==> config.mk <==
export PLATFORM = sky130hd
export DESIGN_NAME = mixed_attribute_dissimilarity
export DESIGN_NICKNAME = d
export VERILOG_FILES = /design/src/hdl/mad_pkg.sv /design/src/hdl/mad_div.sv /design/src/hdl/mixed_attribute_dissimilarity.sv
export SDC_FILE = /design/constraint.sdc
export NUM_CORES = 2
export LEC_CHECK = 0
export BUFFER_PORTS_ARGS = -buffer_cell sky130_fd_sc_hd__buf_2
export CORE_UTILIZATION = 55
export CTS_BUF_LIST = sky130_fd_sc_hd__clkbuf_8
export CTS_CLUSTER_SIZE = 20
export DETAILED_ROUTE_END_ITERATION = 7
export GPL_ROUTABILITY_DRIVEN = 0
export PLACE_DENSITY = 0.75
export SLEW_MARGIN = 20
export SYNTH_ARGS = -nofsm -noshare
export SYNTH_HDL_FRONTEND = slang
export SYNTH_SLANG_ARGS = --single-unit
==> constraint.sdc <==
create_clock -name aclk -period 10.1 [get_ports aclk]
set_clock_uncertainty 0.05 [all_clocks]
set_input_delay 1.515 -clock aclk [delete_from_list [all_inputs] [get_ports aclk]]
set_output_delay 1.515 -clock aclk [all_outputs]
set_load 0.005 [all_outputs]
==> src/hdl/mad_pkg.sv <==
// types and constants shared by the dissimilarity block
package mad_pkg;

    typedef struct packed {
        logic [15:0] brand_id;
        logic [15:0] os_id;
        logic        fast_charge;
        logic        dual_sim;
        logic [7:0]  cpu_rank;
        logic [11:0] screen_size;
        logic [15:0] storage_size;
        logic [9:0]  memory_size;
        logic [15:0] battery;
        logic [23:0] price;
    } rec_t;

    typedef enum logic [6:0] {
        ST_IDLE = 7'b0000001,
        ST_READ = 7'b0000010,
        ST_TERM = 7'b0000100,
        ST_DIV  = 7'b0001000,
        ST_MEAN = 7'b0010000,
        ST_MUL  = 7'b0100000,
        ST_OUT  = 7'b1000000
    } state_t;

    localparam int NUM_FIELDS   = 5;
    localparam logic [2:0] TERM_RANK = 3'd5;
    localparam logic [7:0] TOP_RANK_RESET = 8'd5;
    localparam logic [23:0] MIN_RESET = 24'hFFFFFF;
    localparam logic [19:0] ROUND_HALF = 20'd5;
    // ceil(2^23 / 10), exact for sums below 2^22
    localparam logic [19:0] RECIP_TEN = 20'd838861;
    localparam int RECIP_SHIFT = 23;
    localparam logic CMD_LOAD = 1'b0;

    function automatic logic [23:0] num_field(rec_t r, logic [2:0] f);
        logic [23:0] v;
        case (f)
            3'd0: v = r.price;
            3'd1: v = {8'd0, r.battery};
            3'd2: v = {14'd0, r.memory_size};
            3'd3: v = {8'd0, r.storage_size};
            3'd4: v = {12'd0, r.screen_size};
            default: v = 24'd0;
        endcase
        return v;
    endfunction

endpackage

==> src/hdl/mad_div.sv <==
// restoring divider: floor(diff * 2^16 / range) for diff <= range, one bit a cycle
module mad_div (
    input  logic        aclk,
    input  logic        aresetn,
    input  logic        start,
    input  logic [23:0] diff,
    input  logic [23:0] range,
    output logic        done,
    output logic [16:0] quot
);
    logic [24:0] rem_reg, rem_next;
    logic [23:0] div_reg;
    logic [16:0] q_reg;
    logic [4:0]  step_reg;
    logic        busy_reg, done_reg;
    logic [24:0] trial;
    logic        qbit;

    always_comb begin
        trial    = (step_reg == 5'd0) ? rem_reg : {rem_reg[23:0], 1'b0};
        qbit     = trial >= {1'b0, div_reg};
        rem_next = qbit ? trial - {1'b0, div_reg} : trial;
    end

    always_ff @(posedge aclk) begin
        if (!aresetn) begin
            busy_reg <= 1'b0;
            done_reg <= 1'b0;
            step_reg <= 5'd0;
        end else begin
            done_reg <= 1'b0;
            if (start) begin
                busy_reg <= 1'b1;
                step_reg <= 5'd0;
            end else if (busy_reg) begin
                step_reg <= step_reg + 5'd1;
                if (step_reg == 5'd16) begin
                    busy_reg <= 1'b0;
                    done_reg <= 1'b1;
                end
            end
        end
    end

    always_ff @(posedge aclk) begin
        if (start) begin
            rem_reg <= {1'b0, diff};
            div_reg <= range;
            q_reg   <= 17'd0;
        end else if (busy_reg) begin
            rem_reg <= rem_next;
            q_reg   <= {q_reg[15:0], qbit};
        end
    end

    assign done = done_reg;
    assign quot = q_reg;
endmodule

==> src/hdl/mixed_attribute_dissimilarity.sv <==
// top level of the mixed-attribute dissimilarity engine
// A load transfer (tuser 0) stores one record and updates the per-field
// minimum and maximum; loads beyond MAX_ITEMS are dropped. A compute transfer (tuser 1)
// walks every stored pair with row > col, row-major, and emits one result each, tlast on
// the final pair, then empties the store; with fewer than two records it only empties
// the store. Each pair runs up to six divisions (five numeric terms and the rank term)
// through one shared restoring divider; a division is started from the term state, runs
// 17 quotient steps and then reports done, while a term with zero range skips the divider.
// The pair is read before its terms, the mean and multiply steps follow them, and the
// result waits for m_tready. The block takes no input while a compute run is in progress.
module mixed_attribute_dissimilarity #(
    parameter int MAX_ITEMS = 8
) (
    input  logic         aclk,
    input  logic         aresetn,
    input  logic         cfg_wr_en,
    input  logic [7:0]   cfg_wr_data,    // cpu_top_rank
    input  logic         s_tvalid,
    output logic         s_tready,
    // price, battery, memory_size, storage_size, screen_size, cpu_rank, dual_sim,
    // fast_charge, os_id, brand_id
    input  logic [119:0] s_tdata,
    input  logic         s_tuser,        // cmd
    output logic         m_tvalid,
    input  logic         m_tready,
    output logic [31:0]  m_tdata,        // row, col, dissimilarity, zero fill
    output logic         m_tlast
);
    localparam int AW = (MAX_ITEMS > 2) ? $clog2(MAX_ITEMS) : 1;
    localparam int CW = $clog2(MAX_ITEMS + 1);

    mad_pkg::state_t state_reg, state_next;
    mad_pkg::rec_t   mem [MAX_ITEMS];
    mad_pkg::rec_t   rec_a_reg, rec_b_reg, in_rec;

    logic [7:0]  top_rank_reg;
    logic [CW-1:0] count_reg;
    logic [AW-1:0] row_reg, col_reg;
    logic [2:0]  term_reg;
    logic [19:0] sum_reg, mean_reg;
    logic [39:0] prod_reg;
    logic [23:0] min_reg [mad_pkg::NUM_FIELDS];
    logic [23:0] max_reg [mad_pkg::NUM_FIELDS];

    logic        load_xfer, cmd_xfer, out_xfer, full, last_pair, col_end;
    logic [23:0] a_val, b_val, diff, range, lo, hi;
    logic [7:0]  ra, rb;
    logic        div_start, div_done;
    logic [16:0] div_quot;
    logic [2:0]  mism;

    assign in_rec    = mad_pkg::rec_t'(s_tdata);
    assign s_tready  = (state_reg == mad_pkg::ST_IDLE);
    assign load_xfer = s_tvalid && s_tready && (s_tuser == mad_pkg::CMD_LOAD);
    assign cmd_xfer  = s_tvalid && s_tready && (s_tuser != mad_pkg::CMD_LOAD);
    assign full      = (count_reg == CW'(MAX_ITEMS));
    assign m_tvalid  = (state_reg == mad_pkg::ST_OUT);
    assign out_xfer  = m_tvalid && m_tready;
    assign col_end   = (col_reg == row_reg - AW'(1));
    assign last_pair = col_end && (CW'(row_reg) == count_reg - CW'(1));

    // operands of the current term
    always_comb begin
        ra = (rec_a_reg.cpu_rank < top_rank_reg) ? rec_a_reg.cpu_rank : top_rank_reg;
        rb = (rec_b_reg.cpu_rank < top_rank_reg) ? rec_b_reg.cpu_rank : top_rank_reg;
        if (term_reg == mad_pkg::TERM_RANK) begin
            a_val = {16'd0, ra};
            b_val = {16'd0, rb};
            lo    = 24'd0;
            hi    = {16'd0, top_rank_reg};
        end else begin
            a_val = mad_pkg::num_field(rec_a_reg, term_reg);
            b_val = mad_pkg::num_field(rec_b_reg, term_reg);
            lo    = min_reg[term_reg];
            hi    = max_reg[term_reg];
        end
        diff  = (a_val > b_val) ? a_val - b_val : b_val - a_val;
        range = (hi >= lo) ? hi - lo : 24'd0;
    end

    assign div_start = (state_reg == mad_pkg::ST_TERM) && (range != 24'd0);
    assign mism = 3'(rec_a_reg.dual_sim != rec_b_reg.dual_sim)
                + 3'(rec_a_reg.fast_charge != rec_b_reg.fast_charge)
                + 3'(rec_a_reg.os_id != rec_b_reg.os_id)
                + 3'(rec_a_reg.brand_id != rec_b_reg.brand_id);

    mad_div u_div (
        .aclk    (aclk),
        .aresetn (aresetn),
        .start   (div_start),
        .diff    (diff),
        .range   (range),
        .done    (div_done),
        .quot    (div_quot)
    );

    always_comb begin
        state_next = state_reg;
        case (state_reg)
            mad_pkg::ST_IDLE: begin
                if (cmd_xfer && count_reg >= CW'(2)) state_next = mad_pkg::ST_READ;
            end
            mad_pkg::ST_READ: state_next = mad_pkg::ST_TERM;
            mad_pkg::ST_TERM: begin
                if (range != 24'd0) state_next = mad_pkg::ST_DIV;
                else if (term_reg == mad_pkg::TERM_RANK) state_next = mad_pkg::ST_MEAN;
            end
            mad_pkg::ST_DIV: begin
                if (div_done) begin
                    state_next = (term_reg == mad_pkg::TERM_RANK) ? mad_pkg::ST_MEAN
                                                                  : mad_pkg::ST_TERM;
                end
            end
            mad_pkg::ST_MEAN: state_next = mad_pkg::ST_MUL;
            mad_pkg::ST_MUL:  state_next = mad_pkg::ST_OUT;
            mad_pkg::ST_OUT: begin
                if (m_tready) state_next = last_pair ? mad_pkg::ST_IDLE : mad_pkg::ST_READ;
            end
            default: state_next = mad_pkg::ST_IDLE;
        endcase
    end

    always_ff @(posedge aclk) begin
        if (!aresetn) begin
            state_reg    <= mad_pkg::ST_IDLE;
            top_rank_reg <= mad_pkg::TOP_RANK_RESET;
            count_reg    <= '0;
            row_reg      <= '0;
            col_reg      <= '0;
            term_reg     <= 3'd0;
            for (int f = 0; f < mad_pkg::NUM_FIELDS; f++) begin
                min_reg[f] <= mad_pkg::MIN_RESET;
                max_reg[f] <= 24'd0;
            end
        end else begin
            state_reg <= state_next;
            if (cfg_wr_en) top_rank_reg <= cfg_wr_data;
            if (load_xfer && !full) begin
                count_reg <= count_reg + CW'(1);
                for (int f = 0; f < mad_pkg::NUM_FIELDS; f++) begin
                    if (mad_pkg::num_field(in_rec, 3'(f)) > max_reg[f])
                        max_reg[f] <= mad_pkg::num_field(in_rec, 3'(f));
                    if (mad_pkg::num_field(in_rec, 3'(f)) < min_reg[f])
                        min_reg[f] <= mad_pkg::num_field(in_rec, 3'(f));
                end
            end
            // empty the store after a compute run, or at once with fewer than two records
            if ((cmd_xfer && count_reg < CW'(2)) || (out_xfer && last_pair)) begin
                count_reg <= '0;
                for (int f = 0; f < mad_pkg::NUM_FIELDS; f++) begin
                    min_reg[f] <= mad_pkg::MIN_RESET;
                    max_reg[f] <= 24'd0;
                end
            end
            if (cmd_xfer) begin
                row_reg <= AW'(1);
                col_reg <= '0;
            end else if (out_xfer && !last_pair) begin
                if (col_end) begin
                    row_reg <= row_reg + AW'(1);
                    col_reg <= '0;
                end else begin
                    col_reg <= col_reg + AW'(1);
                end
            end
            if (state_reg == mad_pkg::ST_READ) term_reg <= 3'd0;
            else if ((state_reg == mad_pkg::ST_TERM && range == 24'd0)
                     || (state_reg == mad_pkg::ST_DIV && div_done))
                term_reg <= term_reg + 3'd1;
        end
    end

    // record store and datapath registers
    always_ff @(posedge aclk) begin
        if (load_xfer && !full) mem[count_reg[AW-1:0]] <= in_rec;
        rec_a_reg <= mem[row_reg];
        rec_b_reg <= mem[col_reg];
        if (state_reg == mad_pkg::ST_READ) sum_reg <= 20'd0;
        else if (state_reg == mad_pkg::ST_DIV && div_done)
            sum_reg <= sum_reg + {3'd0, div_quot};
        if (state_reg == mad_pkg::ST_MEAN)
            mean_reg <= sum_reg + {1'b0, mism, 16'd0} + mad_pkg::ROUND_HALF;
        if (state_reg == mad_pkg::ST_MUL) prod_reg <= mean_reg * mad_pkg::RECIP_TEN;
    end

    assign m_tdata = {7'd0, prod_reg[mad_pkg::RECIP_SHIFT +: 17], 4'(col_reg), 4'(row_reg)};
    assign m_tlast = last_pair;

    a_no_input_during_result: assert property (@(posedge aclk) disable iff (!aresetn)
        m_tvalid |-> !s_tready)
        else $error("input accepted while a result is pending");
    a_row_above_col: assert property (@(posedge aclk) disable iff (!aresetn)
        m_tvalid |-> (row_reg > col_reg) && (CW'(row_reg) < count_reg))
        else $error("pair indices out of order");
    a_cleared_after_run: assert property (@(posedge aclk) disable iff (!aresetn)
        (out_xfer && m_tlast) |=> (count_reg == '0) && s_tready)
        else $error("store not emptied after the final pair");
    a_div_start_in_term: assert property (@(posedge aclk) disable iff (!aresetn)
        div_start |=> (state_reg == mad_pkg::ST_DIV))
        else $error("divider started outside term setup");
endmodule

Word-level counts from Yosys, hierarchy flattened
Memories as Yosys holds them, arrays and structs flattened. A register that Yosys moved wholly into a read port is not among the register bits.
Index checks and enable logic that the tools add are counted.
{"block": "totals", "in_bits": 134, "ram_bits": 1200, "regBits": 181, "elab_cells": 274, "n_memories": 3, "out_inout_bits": 35}
{"name": "mem", "depth": 8, "width": 120, "read_ports": 2, "rd_ports_with_merged_regs": 2, "wr": 1, "line": "mixed_attribute_dissimilarity.sv:33", "rtl": "mad_pkg::rec_t mem [MAX_ITEMS];"}
{"name": "max_reg", "depth": 5, "width": 24, "read_ports": 6, "rd_ports_with_merged_regs": 1, "wr": 5, "line": "mixed_attribute_dissimilarity.sv:43", "rtl": "logic [23:0] max_reg [mad_pkg::NUM_FIELDS];"}
{"name": "min_reg", "depth": 5, "width": 24, "read_ports": 6, "rd_ports_with_merged_regs": 1, "wr": 5, "line": "mixed_attribute_dissimilarity.sv:42", "rtl": "logic [23:0] min_reg [mad_pkg::NUM_FIELDS];"}
{"block": "op_classes", "order_cmp": 17, "bitwise": 23, "n_reduce_logical": 32, "mul": 1, "n_eq_ne": 24, "n_mux": 140, "add_sub_neg": 17}
{"cell": "24-bit two-way mux", "n": 68}
{"cell": "24-bit case mux with 5 select lines", "n": 2}
{"cell": "24-bit greater-than comparator", "n": 6}
{"cell": "24-bit < comparator", "n": 5}
{"cell": "24-bit subtractor", "n": 3}
{"cell": "1-bit two-way mux", "n": 53}
{"cell": "25-bit two-way mux", "n": 2}
{"cell": "7-bit case mux with 7 select lines", "n": 1}
{"cell": "20-bit by 20-bit multiplier with 40-bit output (second input constant)", "n": 1}
{"cell": "7-bit two-way mux", "n": 5}
{"cell": "16-bit != test", "n": 2}
{"cell": "25-bit by 24-bit greater-or-equal comparator with 1-bit output", "n": 1}
{"cell": "25-bit by 24-bit subtractor with 25-bit output", "n": 1}
{"cell": "24-bit greater-or-equal comparator", "n": 1}
{"cell": "24-bit logical NOT", "n": 1}
{"cell": "24-bit nonzero test", "n": 1}
{"cell": "20-bit by 17-bit adder with 20-bit output", "n": 1}
{"cell": "20-bit by 19-bit adder with 20-bit output", "n": 1}
{"cell": "20-bit by 3-bit adder with 20-bit output (second input constant)", "n": 1}
{"cell": "1-bit OR", "n": 20}
{"cell": "8-bit < comparator", "n": 2}
{"cell": "8-bit two-way mux", "n": 2}
{"cell": "3-bit two-way mux", "n": 5}
{"cell": "1-bit logical AND", "n": 13}
{"cell": "other kinds (39)", "n": 56}

Longest topological paths before layout
{"block": "logic_depth", "ltp_word": 13, "ltp_mapped": 30, "depth_no_buf": 26}

Cells and area by module
Synthesis repeated with hierarchy kept, for this count alone.
{"block": "hier_totals", "cells_unflattened": 5703, "hier_area_um2": 81340.5}
{"module": "mixed_attribute_dissimilarity", "seq_area_each_um2": 40568.9, "n_inst": 1, "area_each_um2": 76693.6, "cells_per_inst": 5222}
{"module": "mad_div", "seq_area_each_um2": 1941.9, "n_inst": 1, "area_each_um2": 4647.0, "cells_per_inst": 481}

Worst setup path before layout
Ideal clock, no wire load.
{"block": "synth_timing", "path_type": "in2reg", "from": "input port s_tvalid", "to": "memory mem[0][0] (netlist bit) (enable)", "t_arrival_ps": 10257, "slack_ps": -952, "required_ps": 9304, "setup_ps": 746, "stages": 4, "n_path_buf": 0, "path_cell_list": "nand2_1 > a311oi_4 > nand2_1 > nor3_1"}
{"block": "synth_via", "elab_chain_len": 5}
{"item": "start, declared", "line": "mixed_attribute_dissimilarity.sv:18", "rtl": "input logic s_tvalid,"}
{"item": "1-bit logical AND (2 in a row)", "line": "mixed_attribute_dissimilarity.sv:54", "rtl": "assign load_xfer = s_tvalid && s_tready && (s_tuser == mad_pkg::CMD_LOAD);"}
{"item": "1-bit logical AND", "line": "mixed_attribute_dissimilarity.sv:175", "rtl": "if (load_xfer && !full) mem[count_reg[AW-1:0]] <= in_rec;"}
{"item": "1-bit two-way mux", "line": "mixed_attribute_dissimilarity.sv:175"}
{"item": "1-bit two-way mux (not written as such)", "line": "mixed_attribute_dissimilarity.sv:175"}
{"item": "end, declared", "line": "mixed_attribute_dissimilarity.sv:33"}
No other way between the ends.

Final worst setup path
{"block": "layout_timing", "from": "register mean_reg[8]", "to": "register prod_reg[38] (data pin)"}
{"block": "layout_via", "elab_chain_len": 1}
{"item": "start, declared", "line": "mixed_attribute_dissimilarity.sv:40", "rtl": "logic [19:0] sum_reg, mean_reg;"}
{"item": "start signal, assigned", "line": "mixed_attribute_dissimilarity.sv:182", "rtl": "mean_reg <= sum_reg + {1'b0, mism, 16'd0} + mad_pkg::ROUND_HALF;"}
{"item": "20-bit by 20-bit multiplier with 40-bit output", "line": "mixed_attribute_dissimilarity.sv:183", "rtl": "if (state_reg == mad_pkg::ST_MUL) prod_reg <= mean_reg * mad_pkg::RECIP_TEN;"}
{"item": "end signal, assigned", "line": "mixed_attribute_dissimilarity.sv:183"}
{"item": "end, declared", "line": "mixed_attribute_dissimilarity.sv:41", "rtl": "logic [39:0] prod_reg;"}
No other way between the ends.
A chain may end at the register's enable or synchronous reset.

==> impl_results.md <==
- Run status: finished, final reports clean
- TritonCTS clock tree: built
- Hold slack: 461.4 ps
- FILL cells: 10,680
- P per Cell Area: approximately 170 nW/µm²
- Main synth FF type: edfxtp_1
- Post-cts sizing count: 0
- Initial DRC Count: 5,010
- Syn Area/Cell: between 10 and 15 µm²
- Top post-synthesis cells by area: edfxtp_1 45%, mux4_2 14%, dfxtp_1 7.9%
- VDD IR-drop max: roughly 0.00015 V
- Max reg flops: 960
- DR DRC count: 0
- Synthesis-to-finish area growth: 9.765%
- Adder-Cell Fraction of Synth Area: approximately 11%
- Final core occ: between 60% and 70%
- First-pass GRT wire length: 302.3 mm
- Final number of hold-violating endpoints: 0
- Critical path fanouts, max: 6
- DRT Pass-1 Iters: 6
- Hold bufs inserted after CTS: 0
- Synth Area in Compound Gates: approximately 6.1%
- Die area: 147,800 µm²
- Number of global-route vias before repair: about 50,000
- Setup violations, final: 0
- Share of layout cells above drive strength 1: between 20% and 30%
- Root Driver: clkbuf_8
- WHS Path Cells: 2
- Via count: 48,967
- CP Class: reg -> reg
- Critical Path RT: around 11,000 ps
- # H-tree levels: 4
- Tcrit/Tclk final: between 60% and 70%
- Asr flop ratio synth: 0%
- Final Critical Period: 7026 ps
- Per-cell routed wire length: approximately 25 µm
- Fin. max-slew vios: 0
- Initial antenna violation count: 53
- Leakage: about 34 nW
- DIE HEIGHT: between 300 and 400 µm
- Largest net degree at the start of global routing: 124
- Max-slew headroom: ~26%
- Global route total overflow: 0
- Nets@finish: 6,571
- Clk_lat worst skew: around 970 ps
- Max Fclk: approximately 140 MHz
- Synth Area in Simple Gates: 5.948%
- Area share of the largest cell type after synthesis: 44.98%
- Total power: approximately 15 mW
- Post-CTS Setup Bufs: 0
- Placed wire-length estimate: approximately 130 mm
- Max-cap violations: 0
- Num ports: approximately 170
- Synthesis Warnings: 0
- Min-delay worst type: reg -> reg
- Clk buf depth: 3
- Endpoint class of the critical path: flop
- Port Buffers: 159
- Vias/cell: about 6.2
- CTS sink cnt: approximately 1,500
- Gate Count Post-Synth: approximately 5,600
- XOR/XNOR Fraction of Synth Area: under 10%
- Clk pin slew, worst setup/hold paths: around 70 ps
- Seq/Total Area, Yosys: a little over half
- Leading area contributor after synthesis: edfxtp_1
- Die Width: 384.4 µm
- Core area: around 140,000 µm²
- Main combinational cell family by area after synthesis: multiplexers
- Post-synth EDFFs: 1,205
- Netlist Area Pre-Place: 80,440 µm²
- Depth of the worst register-to-register path: 25
- Fin Setup TNS: 0 ps
- Critical Path Start Type: flop
- Initial Util: 55.73%
- Inserted Clock Buffers: 240
- Tot GR Track Use: a little over a quarter
- RSZ-0062 raised after global routing: false
- CP arrival: between 7000 and 8000 ps
- Post-synthesis cell type count: 98
- Detail Route Antenna Nets: 0
- Seq cells post-synth: between 1,500 and 2,000
- Routed WL: approximately 200 mm
- Multiplexer share of the synthesized area: a little under a fifth
- Num rows: 139
- Slew @ Worst Pin: ~1100 ps
through the flow:
stage          worst slack (ps)  instances  cell area, µm²
2_1_floorplan              2227       5594           80480
3_3_place_gp               3152       7459           83300
3_5_place_dp               3023       7460           83300
4_1_cts                    3039       7917           88230
5_1_grt                    2643       7923           88260
6_report                   3074       7936           88290
Yosys cell counts, types with 96 or more instances:
cell	number
a21o_1	138
a21oi_1	247
clkbuf_1	198
dfxtp_1	316
edfxtp_1	1205
fa_1	136
ha_1	500
inv_1	458
mux2_2	273
mux4_2	494
nand2_1	252
nor2_1	193
nor2b_1	120
o21ai_0	106
xor2_1	96
layout make-up:
cell class | instances | area [µm²] | share of cell area (%)
well taps | 1903 | 2381 | 2.697
diodes | 17 | 42.54 | 0.04818
clock inverters | 182 | 1147 | 1.299
flip-flops and latches | 1521 | 42530 | 48.17
multi-input cells | 3345 | 35250 | 39.92
inverters | 459 | 1723 | 1.951
repair buffers | 234 | 1435 | 1.625
clock buffers | 275 | 3785 | 4.287
power breakdown:
group	switching, mW	internal (mW)
Clock	2.53	2.73
Sequential	0.190	7.20
Combinational	1.41	1.04
Total	4.13	11.0
routing by layer:
layer,track usage (%),routed length (µm),vias to the layer above
li1,-,-,21651
met5,0,262,-
met4,8.745,5882,42
met2,43.88,95550,2129
met1,37.75,82120,24737
met3,5.356,17250,408
worst paths after layout:
kind,from,slack (ps),end
max,mean_reg[8],3070,prod_reg[38]
min,u_div.rem_reg[24],460,u_div.rem_reg[24]
max reg2reg,mean_reg[8],3070,prod_reg[38]
min reg2reg,u_div.rem_reg[24],460,u_div.rem_reg[24]
placed cells by master, fill, tap and decap left out, types with 160 or more instances in the layout:
cell | Yosys | routed
edfxtp_1 | 1205 | 1205
inv_1 | 458 | 552
ha_1 | 500 | 500
mux4_2 | 494 | 494
dfxtp_1 | 316 | 309
clkbuf_8 | 0 | 275
mux2_2 | 273 | 273
nand2_1 | 252 | 251
a21oi_1 | 247 | 247
nor2_1 | 193 | 186
buf_2 | 14 | 160
kinds of logic after synthesis:
family	Yosys count
adder cells (fa/ha/maj)	636
buffers and inverters	728
multiplexers	842
XOR/XNOR	171
AO/OA/AOI/OAI	744
flip-flops	1521
AND/OR/NAND/NOR	943
other	1
critical path, stage by stage (launching register included):
cell and delay, ps:
edfxtp_1 530, ha_1 440, xor2_1 170, ha_1 200, a21o_1 160, ha_1 290
inv_1 70, fa_1 450, fa_1 550, inv_1 50, fa_1 480, inv_1 50
fa_1 470, inv_1 40, ha_1 280, a2111o_1 360, a21oi_1 120, o21a_1 180
o211ai_1 160, a41oi_1 400, nand3_1 250, nand2_1 180, o32ai_1 150, a311o_1 410
a21oi_1 190, xnor2_1 90
Power figures use the tool's default switching activity.
